### config.mk
export PLATFORM = sky130hd
export DESIGN_NAME = humidity_sensor_measure_sequencer_core
export DESIGN_NICKNAME = d
export VERILOG_FILES = /design/src/sv/hsms_pkg.sv /design/src/sv/hsms_cfg.sv /design/src/sv/hsms_conv.sv /design/src/sv/hsms_seq.sv /design/src/sv/humidity_sensor_measure_sequencer_core.sv
export SDC_FILE = /design/constraint.sdc
export NUM_CORES = 1
export LEC_CHECK = 0
export BUFFER_PORTS_ARGS = -buffer_cell sky130_fd_sc_hd__buf_2
export CORE_MARGIN = 2
export CORE_UTILIZATION = 25
export DETAILED_ROUTE_END_ITERATION = 6
export HOLD_SLACK_MARGIN = 0.02
export MAX_ROUTING_LAYER = met4
export REMOVE_ABC_BUFFERS = 1
export SYNTH_ARGS = -nofsm -noshare
export SYNTH_HDL_FRONTEND = slang
export SYNTH_SLANG_ARGS = --single-unit
### constraint.sdc
create_clock -name clk -period 12.05 [get_ports clk]
set_input_delay 2.41 -clock clk [delete_from_list [all_inputs] [get_ports clk]]
set_output_delay 2.41 -clock clk [all_outputs]
set_load 0.05 [all_outputs]
### src/sv/hsms_pkg.sv
// Shared types and constants for the humidity sensor measurement sequencer.
// No dependencies; used by every module of the block.
package hsms_pkg;

	// Default countdown width
	localparam int TimerBitsDef = 16;

	// Command codes carried by an input request
	localparam logic [1:0] CMD_START = 2'd0;
	localparam logic [1:0] CMD_TICK  = 2'd1;
	localparam logic [1:0] CMD_REPLY = 2'd2;

	// Bus transaction codes
	localparam logic [1:0] BUS_NONE  = 2'd0;
	localparam logic [1:0] BUS_PROBE = 2'd1;
	localparam logic [1:0] BUS_READ  = 2'd2;

	// Configuration register indexes
	localparam logic [1:0] REG_DEV_ADDR   = 2'd0;
	localparam logic [1:0] REG_PWR_SWITCH = 2'd1;
	localparam logic [1:0] REG_PWRUP_DLY  = 2'd2;
	localparam logic [1:0] REG_CONV_DLY   = 2'd3;

	// Configuration reset values
	localparam logic [6:0]  DevAddrRst   = 7'd39;
	localparam logic [15:0] PwrUpDlyRst  = 16'd75;
	localparam logic [15:0] ConvDlyRst   = 16'd45;

	// Status and invalid result codes
	localparam logic [2:0]  STATUS_TIMEOUT = 3'd4;
	localparam logic [2:0]  STATUS_UNINIT  = 3'd5;
	localparam logic [15:0] HumInvalid     = 16'hFFFF;
	localparam logic [15:0] TempInvalid    = 16'h7FFF;

	// Conversion scale factors and offset
	localparam logic [13:0] HumScale   = 14'd10000;
	localparam logic [14:0] TempScale  = 15'd16500;
	localparam logic [15:0] TempOffset = 16'd4000;
	// ceil(2^43 / 16382): exact floor division by 16382 for products below 2^29
	localparam int          RecipShift = 43;
	localparam logic [29:0] RecipMul   = 30'd536936457;

	typedef enum logic [2:0] {
		PH_OFF        = 3'd0,
		PH_POWERING   = 3'd1,
		PH_PROBING    = 3'd2,
		PH_CONVERTING = 3'd3,
		PH_READING    = 3'd4,
		PH_FINISHED   = 3'd5
	} phase_t;

	// Configuration register file contents
	typedef struct packed {
		logic [6:0]  dev_addr;
		logic        pwr_switch;
		logic [15:0] pwrup_dly;
		logic [15:0] conv_dly;
	} cfg_t;

	// Request fields held in the input register
	typedef struct packed {
		logic [1:0]  cmd;
		logic        failed;
		logic [1:0]  status;
		logic [13:0] raw_hum;
		logic [13:0] raw_temp;
	} item_s1_t;

	// Request after the scale multiply
	typedef struct packed {
		logic [1:0]  cmd;
		logic        failed;
		logic [1:0]  status;
		logic [27:0] prod_hum;
		logic [28:0] prod_temp;
	} item_s2_t;

	// Converted readings
	typedef struct packed {
		logic [15:0] hum;
		logic [15:0] temp;
	} conv_t;

endpackage

### src/sv/hsms_cfg.sv
// Configuration register file of the measurement sequencer.
// Depends on hsms_pkg for register indexes, reset values and cfg_t.
module hsms_cfg (
	input  logic             clk,
	input  logic             arst_n,
	input  logic             cfg_write,
	input  logic [1:0]       cfg_index,
	input  logic [15:0]      cfg_wdata,
	output hsms_pkg::cfg_t   cfg
);

	hsms_pkg::cfg_t cfg_q;

	// Register writes, one index per write
	always_ff @(posedge clk or negedge arst_n) begin
		if (!arst_n) begin
			cfg_q.dev_addr   <= hsms_pkg::DevAddrRst;
			cfg_q.pwr_switch <= 1'b0;
			cfg_q.pwrup_dly  <= hsms_pkg::PwrUpDlyRst;
			cfg_q.conv_dly   <= hsms_pkg::ConvDlyRst;
		end else if (cfg_write) begin
			case (cfg_index)
				hsms_pkg::REG_DEV_ADDR:   cfg_q.dev_addr   <= cfg_wdata[6:0];
				hsms_pkg::REG_PWR_SWITCH: cfg_q.pwr_switch <= cfg_wdata[0];
				hsms_pkg::REG_PWRUP_DLY:  cfg_q.pwrup_dly  <= cfg_wdata;
				hsms_pkg::REG_CONV_DLY:   cfg_q.conv_dly   <= cfg_wdata;
				default: ;
			endcase
		end
	end

	assign cfg = cfg_q;

endmodule

### src/sv/hsms_conv.sv
// Raw-to-centi conversion: scale multiply into stage 2, then an exact
// reciprocal multiply for the divide by 16382. Depends on hsms_pkg.
module hsms_conv (
	input  logic                clk,
	input  logic                en_s2,
	input  hsms_pkg::item_s1_t  item_s1,
	output hsms_pkg::item_s2_t  item_s2,
	output hsms_pkg::conv_t     conv
);

	hsms_pkg::item_s2_t item_s2_q;
	logic [57:0] quot_hum_full;
	logic [58:0] quot_temp_full;
	logic [15:0] temp_raw_centi;

	// Stage 2: scale the raw readings
	always_ff @(posedge clk) begin
		if (en_s2) begin
			item_s2_q.cmd       <= item_s1.cmd;
			item_s2_q.failed    <= item_s1.failed;
			item_s2_q.status    <= item_s1.status;
			item_s2_q.prod_hum  <= 28'(item_s1.raw_hum) * 28'(hsms_pkg::HumScale);
			item_s2_q.prod_temp <= 29'(item_s1.raw_temp) * 29'(hsms_pkg::TempScale);
		end
	end

	// Floor divide by 16382 via reciprocal multiply
	always_comb begin
		quot_hum_full  = 58'(item_s2_q.prod_hum)  * 58'(hsms_pkg::RecipMul);
		quot_temp_full = 59'(item_s2_q.prod_temp) * 59'(hsms_pkg::RecipMul);
		temp_raw_centi = quot_temp_full[hsms_pkg::RecipShift +: 16];
		conv.hum  = quot_hum_full[hsms_pkg::RecipShift +: 15] == 15'd0 ? 16'd0 :
		            16'(quot_hum_full[hsms_pkg::RecipShift +: 15]);
		conv.temp = temp_raw_centi - hsms_pkg::TempOffset;
	end

	assign item_s2 = item_s2_q;

endmodule

### src/sv/hsms_seq.sv
// Measurement sequence state and the result register.
// Depends on hsms_pkg for phase_t, command and bus codes.
module hsms_seq #(
	parameter int TIMER_BITS = hsms_pkg::TimerBitsDef
) (
	input  logic                clk,
	input  logic                arst_n,
	input  logic                adv,
	input  hsms_pkg::item_s2_t  item_s2,
	input  hsms_pkg::conv_t     conv,
	input  hsms_pkg::cfg_t      cfg,
	output logic                power_on,
	output logic [1:0]          bus_request,
	output logic [6:0]          bus_target,
	output logic                measurement_done,
	output logic [2:0]          sensor_status,
	output logic [15:0]         humidity_centi,
	output logic signed [15:0]  temperature_centi
);

	localparam logic [TIMER_BITS-1:0] TimerMax = {TIMER_BITS{1'b1}};

	hsms_pkg::phase_t phase_q, phase_d;
	logic [TIMER_BITS-1:0] delay_q, delay_d, dec_delay;
	logic [TIMER_BITS-1:0] pwrup_load, conv_load;
	logic        power_q, power_d;
	logic [15:0] hum_q, hum_d, temp_q, temp_d;
	logic [2:0]  status_q, status_d;
	logic [1:0]  req_d;

	// Saturating load of a 16-bit delay into the countdown
	always_comb begin
		pwrup_load = (32'(cfg.pwrup_dly) > 32'(TimerMax)) ? TimerMax
		             : TIMER_BITS'(cfg.pwrup_dly);
		conv_load  = (32'(cfg.conv_dly) > 32'(TimerMax)) ? TimerMax
		             : TIMER_BITS'(cfg.conv_dly);
	end

	// Next state for the request in stage 2
	always_comb begin
		phase_d   = phase_q;
		delay_d   = delay_q;
		power_d   = power_q;
		hum_d     = hum_q;
		temp_d    = temp_q;
		status_d  = status_q;
		req_d     = hsms_pkg::BUS_NONE;
		dec_delay = (delay_q != '0) ? delay_q - 1'b1 : delay_q;
		case (item_s2.cmd)
			hsms_pkg::CMD_START: begin
				if (cfg.pwr_switch) begin
					power_d = 1'b1;
					delay_d = pwrup_load;
				end
				phase_d = hsms_pkg::PH_POWERING;
			end
			hsms_pkg::CMD_TICK: begin
				delay_d = dec_delay;
				if (dec_delay == '0) begin
					if (phase_q == hsms_pkg::PH_POWERING) begin
						req_d   = hsms_pkg::BUS_PROBE;
						phase_d = hsms_pkg::PH_PROBING;
					end else if (phase_q == hsms_pkg::PH_CONVERTING) begin
						req_d   = hsms_pkg::BUS_READ;
						phase_d = hsms_pkg::PH_READING;
					end
				end
			end
			hsms_pkg::CMD_REPLY: begin
				if (phase_q == hsms_pkg::PH_PROBING ||
				    phase_q == hsms_pkg::PH_READING) begin
					if (item_s2.failed) begin
						power_d  = 1'b0;
						phase_d  = hsms_pkg::PH_FINISHED;
						hum_d    = hsms_pkg::HumInvalid;
						temp_d   = hsms_pkg::TempInvalid;
						status_d = hsms_pkg::STATUS_TIMEOUT;
					end else if (phase_q == hsms_pkg::PH_PROBING) begin
						delay_d = conv_load;
						phase_d = hsms_pkg::PH_CONVERTING;
					end else begin
						hum_d    = conv.hum;
						temp_d   = conv.temp;
						status_d = {1'b0, item_s2.status};
						power_d  = 1'b0;
						phase_d  = hsms_pkg::PH_FINISHED;
					end
				end
			end
			default: ;
		endcase
	end

	// Sequence state
	always_ff @(posedge clk or negedge arst_n) begin
		if (!arst_n) begin
			phase_q  <= hsms_pkg::PH_OFF;
			delay_q  <= TIMER_BITS'(hsms_pkg::PwrUpDlyRst);
			power_q  <= 1'b0;
			hum_q    <= hsms_pkg::HumInvalid;
			temp_q   <= hsms_pkg::TempInvalid;
			status_q <= hsms_pkg::STATUS_UNINIT;
		end else if (adv) begin
			phase_q  <= phase_d;
			delay_q  <= delay_d;
			power_q  <= power_d;
			hum_q    <= hum_d;
			temp_q   <= temp_d;
			status_q <= status_d;
		end
	end

	// Result register
	always_ff @(posedge clk) begin
		if (adv) begin
			power_on          <= power_d;
			bus_request       <= req_d;
			bus_target        <= (req_d != hsms_pkg::BUS_NONE) ? cfg.dev_addr : 7'd0;
			measurement_done  <= (phase_d == hsms_pkg::PH_FINISHED);
			sensor_status     <= status_d;
			humidity_centi    <= hum_d;
			temperature_centi <= temp_d;
		end
	end

endmodule

### src/sv/humidity_sensor_measure_sequencer_core.sv
// Top level of the humidity sensor measurement sequencer.
// Depends on hsms_pkg, hsms_cfg, hsms_conv and hsms_seq.
// Usage:
//   Input channel (in_valid/in_ready) carries one request per cycle while
//   ready: a start command, a millisecond tick, or a four-byte bus reply.
//   Output channel (out_valid/out_ready) returns exactly one result per
//   request: power switch level, the bus transaction to issue now, the done
//   flag and the last humidity, temperature and status.
//   Configuration port (cfg_write/cfg_index/cfg_wdata) writes one register
//   per cycle, with no handshake; write only while the block is idle.
// Path from request to result: input register, scale multiply stage,
//   reciprocal divide and sequence update into the result register.
// Throughput: one request per cycle; the pipeline advances whenever the
//   result register is empty or being taken.
// Reset: phase off, power off, results invalid, status uninitialized, the
//   countdown loaded with the default power-up delay; configuration returns
//   to its defaults.
// Stall: when out_ready is low, stages fill up and in_ready drops once the
//   result register and both pipeline stages hold requests.
module humidity_sensor_measure_sequencer_core #(
	parameter int TIMER_BITS = hsms_pkg::TimerBitsDef
) (
	input  logic               clk,
	input  logic               arst_n,
	input  logic               cfg_write,
	input  logic [1:0]         cfg_index,
	input  logic [15:0]        cfg_wdata,
	input  logic               in_valid,
	output logic               in_ready,
	input  logic [1:0]         cmd,
	input  logic               bus_timed_out,
	input  logic [7:0]         reply_byte0,
	input  logic [7:0]         reply_byte1,
	input  logic [7:0]         reply_byte2,
	input  logic [7:0]         reply_byte3,
	output logic               out_valid,
	input  logic               out_ready,
	output logic               power_on,
	output logic [1:0]         bus_request,
	output logic [6:0]         bus_target,
	output logic               measurement_done,
	output logic [2:0]         sensor_status,
	output logic [15:0]        humidity_centi,
	output logic signed [15:0] temperature_centi
);

	hsms_pkg::cfg_t     cfg;
	hsms_pkg::item_s1_t item_s1;
	hsms_pkg::item_s2_t item_s2;
	hsms_pkg::conv_t    conv;
	logic valid_s1, valid_s2, out_valid_q;
	logic adv_out, adv_s2, take_in;

	// Pipeline flow control
	always_comb begin
		adv_out  = valid_s2 && (!out_valid_q || out_ready);
		adv_s2   = valid_s1 && (!valid_s2 || adv_out);
		in_ready = !valid_s1 || adv_s2;
		take_in  = in_valid && in_ready;
	end

	always_ff @(posedge clk or negedge arst_n) begin
		if (!arst_n) begin
			valid_s1    <= 1'b0;
			valid_s2    <= 1'b0;
			out_valid_q <= 1'b0;
		end else begin
			if (in_ready)
				valid_s1 <= in_valid;
			if (!valid_s2 || adv_out)
				valid_s2 <= adv_s2;
			if (!out_valid_q || out_ready)
				out_valid_q <= adv_out;
		end
	end

	// Input register
	always_ff @(posedge clk) begin
		if (take_in) begin
			item_s1.cmd      <= cmd;
			item_s1.failed   <= bus_timed_out;
			item_s1.status   <= reply_byte0[7:6];
			item_s1.raw_hum  <= {reply_byte0[5:0], reply_byte1};
			item_s1.raw_temp <= {reply_byte2, reply_byte3[7:2]};
		end
	end

	assign out_valid = out_valid_q;

	hsms_cfg u_cfg (
		.clk       (clk),
		.arst_n    (arst_n),
		.cfg_write (cfg_write),
		.cfg_index (cfg_index),
		.cfg_wdata (cfg_wdata),
		.cfg       (cfg)
	);

	hsms_conv u_conv (
		.clk     (clk),
		.en_s2   (adv_s2),
		.item_s1 (item_s1),
		.item_s2 (item_s2),
		.conv    (conv)
	);

	hsms_seq #(
		.TIMER_BITS (TIMER_BITS)
	) u_seq (
		.clk               (clk),
		.arst_n            (arst_n),
		.adv               (adv_out),
		.item_s2           (item_s2),
		.conv              (conv),
		.cfg               (cfg),
		.power_on          (power_on),
		.bus_request       (bus_request),
		.bus_target        (bus_target),
		.measurement_done  (measurement_done),
		.sensor_status     (sensor_status),
		.humidity_centi    (humidity_centi),
		.temperature_centi (temperature_centi)
	);

endmodule
* Word-level counts from Yosys, hierarchy flattened
Index checks and enable logic that the tools add are counted.
** Word-level totals
- Flip-flop bits (word level) :: 233
- Input port bits :: 58
- Logic and storage cells :: 107
** Operators by class
- $add $sub $neg :: 2
- Multipliers :: 4
- Eq/ne operators :: 14
- Multiplexer cells :: 35
- Reduce and logical (&&, ||, !) cells :: 22
** Operators by type and width (number)
- $mux W16 :: 13
- $mul A27 B30 Y57 const B :: 1
- $mul A24 B30 Y54 const B :: 1
- $pmux W16 S3 :: 1
- $mux W3 :: 10
- $mul A14 B13 Y27 const B :: 1
- $mul A14 B10 Y24 const B :: 1
- $logic_not A16 Y1 :: 1
- $reduce_bool A16 Y1 :: 1
- $sub A16 B1 Y16 const B :: 1
- $sub A16 B12 Y16 const B :: 1
- $logic_not A15 Y1 :: 1
- $mux W15 :: 1
- $pmux W3 S3 :: 1
- $mux W2 :: 4
- $reduce_and A2 Y1 :: 4
- $eq A2 B2 Y1 const B :: 3
- $eq A3 B2 Y1 const B :: 2
- $eq A3 B3 Y1 const B :: 2
- $reduce_and A6 Y1 :: 1
- $eq A2 B1 Y1 const B :: 2
- $logic_not A2 Y1 :: 2
- $logic_or A1 B1 Y1 :: 4
- $mux W1 :: 4
- 8 further kinds :: 14

* Depth between registers and ports, before layout
- Word-level depth :: 7
- Mapped depth :: 23
- Depth with buffers taken out :: 23

* By module
A second synthesis with hierarchy kept.
** Unflattened totals
- Cell total of the unflattened synthesis :: 1905
- Area total of the unflattened synthesis :: 20349.5 µm²
** Modules (own cells, without submodules)
- hsms_conv :: instances 1, cells an instance 1280, area each 12590.8 µm²
- hsms_seq :: instances 1, cells an instance 494, area each 5032.3 µm²
- hsms_cfg :: instances 1, cells an instance 86, area each 1590.3 µm²
- humidity_sensor_measure_sequencer_core :: instances 1, cells an instance 45, area each 1136.1 µm²

* Worst setup path before layout
No wires, ideal clock.
- Path kind :: register to register
- From :: register u_conv.item_s2_q (netlist bit u_conv.item_s2[25])
- To :: register u_seq.temperature_centi[11], data pin
- Arrival :: 5.130 ns
- Setup slack :: 6.650 ns
- Cell stages (with the launch flop) :: 23
- Path buffers :: 0
- Clock period less this slack :: 5.400 ns
- Path through :: edfxtp_1 > ha_1 > ha_1 > ha_1 > inv_1 > fa_1 > inv_1 > ha_1 > ha_1 > ha_1 > nand3_1 > nor3_1 > a2111oi_0 > a21oi_1 > o41ai_2 > o21bai_1 > and2_1 > or2_1 > ha_1 > a21oi_1 > nand4_1 > xor2_1 > a21oi_1
** Between the ends
- Cells in the longest elaborated chain, start to end :: 6
** Ends and longest elaborated chain
- start, declared :: line hsms_conv.sv:11 : hsms_pkg::item_s2_t item_s2_q;
- $mul A27 B30 Y57 :: line hsms_conv.sv:30 : quot_temp_full = 59'(item_s2_q.prod_temp) * 59'(hsms_pkg::RecipMul);
- $sub A16 B12 Y16 :: line hsms_conv.sv:34 : conv.temp = temp_raw_centi - hsms_pkg::TempOffset;
- $mux W16 :: line hsms_seq.sv:78 : end else if (phase_q == hsms_pkg::PH_PROBING) begin
- $mux W16 :: line hsms_seq.sv:72 : if (item_s2.failed) begin
- $mux W16 :: line hsms_seq.sv:70 : if (phase_q == hsms_pkg::PH_PROBING ||
- $mux W16 :: line hsms_seq.sv:49 : case (item_s2.cmd)
- net u_seq.temp_d[11] :: line hsms_seq.sv:27 : logic [15:0] hum_q, hum_d, temp_q, temp_d;
- end signal, assigned :: line hsms_seq.sv:122 : temperature_centi <= temp_d;
- end, declared :: line hsms_seq.sv:18 : output logic signed [15:0] temperature_centi
The timed path passes the listed nets, and every way through them passes these cells.
A chain may end at the register's enable or synchronous reset.

* Final worst setup path
- From :: register u_conv.item_s2_q (netlist bit u_conv.item_s2[19])
- To :: register u_seq.temperature_centi[15], data pin
The elaborated chain is that of the path after synthesis.

==> results.ini <==
[status]
outcome = finished, final reports clean

[cts]
clockBufferDepth = 3
clkLatencyLatePin_ns = 0.57
ctsRootBufferMaster = clkbuf_16
post_cts_resize_count = 0
cts_made_buffers = 27
ctsHoldBuffers = 0
postCtsSetupBuffers = 0
path_clk_slew_ns = 0.06
cts_tree = built
htreeDepth = 1
numClockSinks = 233

[timing]
worstMarginPinSlew_ns = 1.10
grt_setup_unrepaired = false
finalCritPeriodShare = 0.531
finalSetupViolations = 0
slew_headroom = 0.262
setup_tns_ns = 0
timing.hold.ws_ns = 0.424
finalHoldViolCount = 0
skew_ns = 0.0116
fin_ws_ns = 5.65
period_needed_ns = 6.40
clock.fmax_mhz = 156
drv_slew = 0

[synth]
synth_most_common_cell = ha_1
ys_top_cells_by_count = ha_1 (444), inv_1 (257), edfxtp_1 (135)
syn_avg_cell_area_um2 = 10.7
synthFlopType = edfxtp_1
yosysWarnings = 0
yosysUniqueCellTypes = 65
synth_top_area_frac = 0.282
syn_area_um2 = 19700
ys_top_cells_by_area = ha_1 (28%), edfxtp_1 (21%), fa_1 (8.3%), dfstp_2 (6.5%), dfrtp_1 (6.2%)
ys_seq_elements = 233
async_reset_ff_frac = 0.421
synth_edf_count = 135
yosysSeqAreaShare = 0.334
syn-instance-count = 1837
synth_top_cell_by_area = ha_1

[place]
pre_cts_slack_ns = 5.64
dp_hpwl_mm = 34.2
io_buffers = 103
place_congestion = 0.819

[pwr]
p_sw_frac = 0.452
power_density_nw_per_um2 = 274
p_switching_mw = 2.75
intPower_mw = 3.34
max-vdd-ir-drop_mv = 0.136
power_frac_comb = 0.626
leakage_nw = 10.7
pwr-share-clk = 0.130
p_seq_frac = 0.244

[die]
coreArea_um2 = 77700
die_x_um = 285
fp.dieH_um = 285
num_rows = 102
start_util = 0.253
ioPinCount = 106
dieArea_um2 = 81000

[setup_path]
cp-startpoint = u_conv.item_s2[19]
crit_path_end = u_seq.temperature_centi[15]
path_buf_inv = 0
cpMaxStageDelayCell = o41ai_2
cp_cell_sequence = ha_1 > ha_1 > ha_1 > ha_1 > fa_1 > ha_1 > ha_1 > a21oi_1 > o21ai_0 > a2111oi_0 > nor3_1 > o41ai_2 > o21bai_1 > and2_1 > or2_1 > ha_1 > a21oi_1 > nand2_1 > a31oi_1 > o22ai_1
rr_endpoint = u_seq.temperature_centi[15]
end_kind = flip-flop
reg2reg_depth = 20
cpPeakStageDelay_ns = 0.63
crit_family = adder cells
worst-r2r-setup-slack_ns = 5.65
crit_required_ns = 12.35
worstPathArrival_ns = 6.70
crit-reg2reg-launch = u_conv.item_s2[19]
cp-start-kind = flip-flop
crit_path_max_fanout = 6
critPathKind = flip-flop to flip-flop
cp_num_cells = 20
crit_top_cell = ha_1

[global_routing]
grt_first_pass_wirelength_mm = 70.1
track_usage = 0.111
grt_overflow = 0
antenna_found_initial = 2
grt_pass1_vias = 13000
grt_max_degree = 65

[finish]
post_route_cells_drive_above_1_share = 0.133
post-route-util = 0.287
seqCellArea_um2 = 6570
finalNetCount = 2530
nFillCells = 8101
area_growth_pct = 13.2
multiInputGateArea_um2 = 12000

[drt]
avgRoutedWirePerCell_um = 14.3
ant_nets = 0
drt-initial-drc-count = 559
drc = 0
finalWirelength_mm = 43.1
via_per_inst = 4.45
first_pass_iters = 5
vias = 13400

[run]
cap_violations = 0

[worst_hold_path]
min_path_type = flip-flop to flip-flop

==> power groups by stage <==
stage	sequential, mW	combinational, mW	clock, mW
floorplan	1.52	2.88	0
global placement	1.50	3.79	0
detailed placement	1.51	3.84	0
CTS	1.49	3.89	0.823
global route	1.53	4.49	0.854
finish	1.49	3.82	0.795
==> cell families (layout without fill, tap and decap cells) <==
logic type	Yosys count	in the layout	synth area share
compound gates	315	315	0.100
xor+xnor	67	67	0.0298
fa+ha+maj	526	526	0.366
buf+inv	288	417	0.0550
flops	233	233	0.334
mux	48	48	0.0273
other cells	0	1	0
simple gates	360	360	0.0884
==> how the worst min path moves through the flow <==
stage                 from                 end  slack (ns)  cells after the start
6_report       item_s1[30]  u_conv.item_s2[59]        0.42                      0
5_1_grt        item_s1[29]  u_conv.item_s2[58]        0.43                      0
4_1_cts        item_s1[30]  u_conv.item_s2[59]        0.42                      0
3_5_place_dp   item_s1[30]  u_conv.item_s2[59]        0.42                      0
3_3_place_gp   item_s1[30]  u_conv.item_s2[59]        0.40                      0
2_1_floorplan  item_s1[28]  u_conv.item_s2[57]        0.40                      0
==> state kept, by name, indices dropped and copies added, names as in the netlist <==
| register | cells |
|---|---|
| u_cfg.cfg | 40 |
| valid_s2 | 1 |
| u_seq.temp_q | 16 |
| u_seq.bus_request | 2 |
| u_seq.humidity_centi | 16 |
| item_s1 | 33 |
| u_seq.measurement_done | 1 |
| u_seq.phase_q | 3 |
| u_seq.status_q | 3 |
| u_seq.power_on | 1 |
| u_seq.delay_q | 16 |
| out_valid | 1 |
| u_seq.power_q | 1 |
| u_seq.hum_q | 16 |
| u_seq.temperature_centi | 16 |
| u_seq.bus_target | 7 |
| valid_s1 | 1 |
| u_conv.item_s2 | 56 |
| u_seq.sensor_status | 3 |
==> layout by cell type (no fill, tap or decap), drive strengths merged, types with 5 or more instances in the layout <==
| cell | synthesis | routed |
|---|---|---|
| nor2b | 14 | 14 |
| nor3 | 21 | 21 |
| a2111oi | 5 | 5 |
| mux2 | 45 | 45 |
| o22a | 14 | 14 |
| and2 | 16 | 16 |
| or3 | 10 | 10 |
| nand4 | 15 | 15 |
| dfstp | 49 | 49 |
| clkinv | 2 | 8 |
| inv | 257 | 261 |
| nand3 | 29 | 29 |
| nor4 | 9 | 9 |
| o21a | 7 | 7 |
| o21ai | 77 | 77 |
| or2 | 8 | 8 |
| nor2 | 104 | 104 |
| a21oi | 100 | 100 |
| xor2 | 25 | 25 |
| o2111ai | 5 | 5 |
| nand2 | 98 | 98 |
| a21o | 28 | 28 |
| nand2b | 10 | 10 |
| dfrtp | 49 | 49 |
| o21bai | 8 | 8 |
| a31oi | 12 | 12 |
| xnor2 | 42 | 42 |
| a22oi | 8 | 8 |
| o211ai | 16 | 16 |
| fa | 82 | 82 |
| clkbuf | 27 | 35 |
| a211oi | 6 | 6 |
| edfxtp | 135 | 135 |
| and3 | 12 | 12 |
| buf | 2 | 109 |
| o22ai | 5 | 5 |
| ha | 444 | 444 |
==> metal layers <==
| layer | vias up | routed length [um] | global-route usage | part of all wire |
|---|---|---|---|---|
| met3 | 36 | 2390 | 0.0192 | 0.055 |
| met1 | 6372 | 22400 | 0.163 | 0.52 |
| met5 | - | 0 | - | 0 |
| met4 | 0 | 599 | 0.0187 | 0.014 |
| li1 | 6716 | - | - | - |
| met2 | 248 | 17700 | 0.159 | 0.41 |
==> stage by stage <==
| stage | area [um^2] | total power [mW] | instances |
|---|---|---|---|
| after floorplan | 19600 | 4.39 | 1808 |
| after global routing | 22300 | 6.87 | 3007 |
| after global placement | 21400 | 5.29 | 2957 |
| after detailed placement | 21400 | 5.35 | 2957 |
| final | 22300 | 6.10 | 3007 |
| after CTS | 22300 | 6.20 | 3006 |
==> final cells by class <==
| type | count | area share |
|---|---|---|
| clock buffers | 35 | 0.0325 |
| multi-input cells | 1316 | 0.540 |
| clock inverters | 14 | 0.00544 |
| repair buffers | 109 | 0.0253 |
| diodes | 1 | 0.000112 |
| well taps | 1040 | 0.0584 |
| inverters | 259 | 0.0436 |
| flip-flops and latches | 233 | 0.295 |
==> worst reg2reg max path: cells and delay by family, from the launching register on <==
kind,cells,cell delay (ns)
fa+ha+maj,8,2.42
compound gates,8,2.35
simple gates,4,0.87
flops,1,0.50
Power figures use the tool's default switching activity.
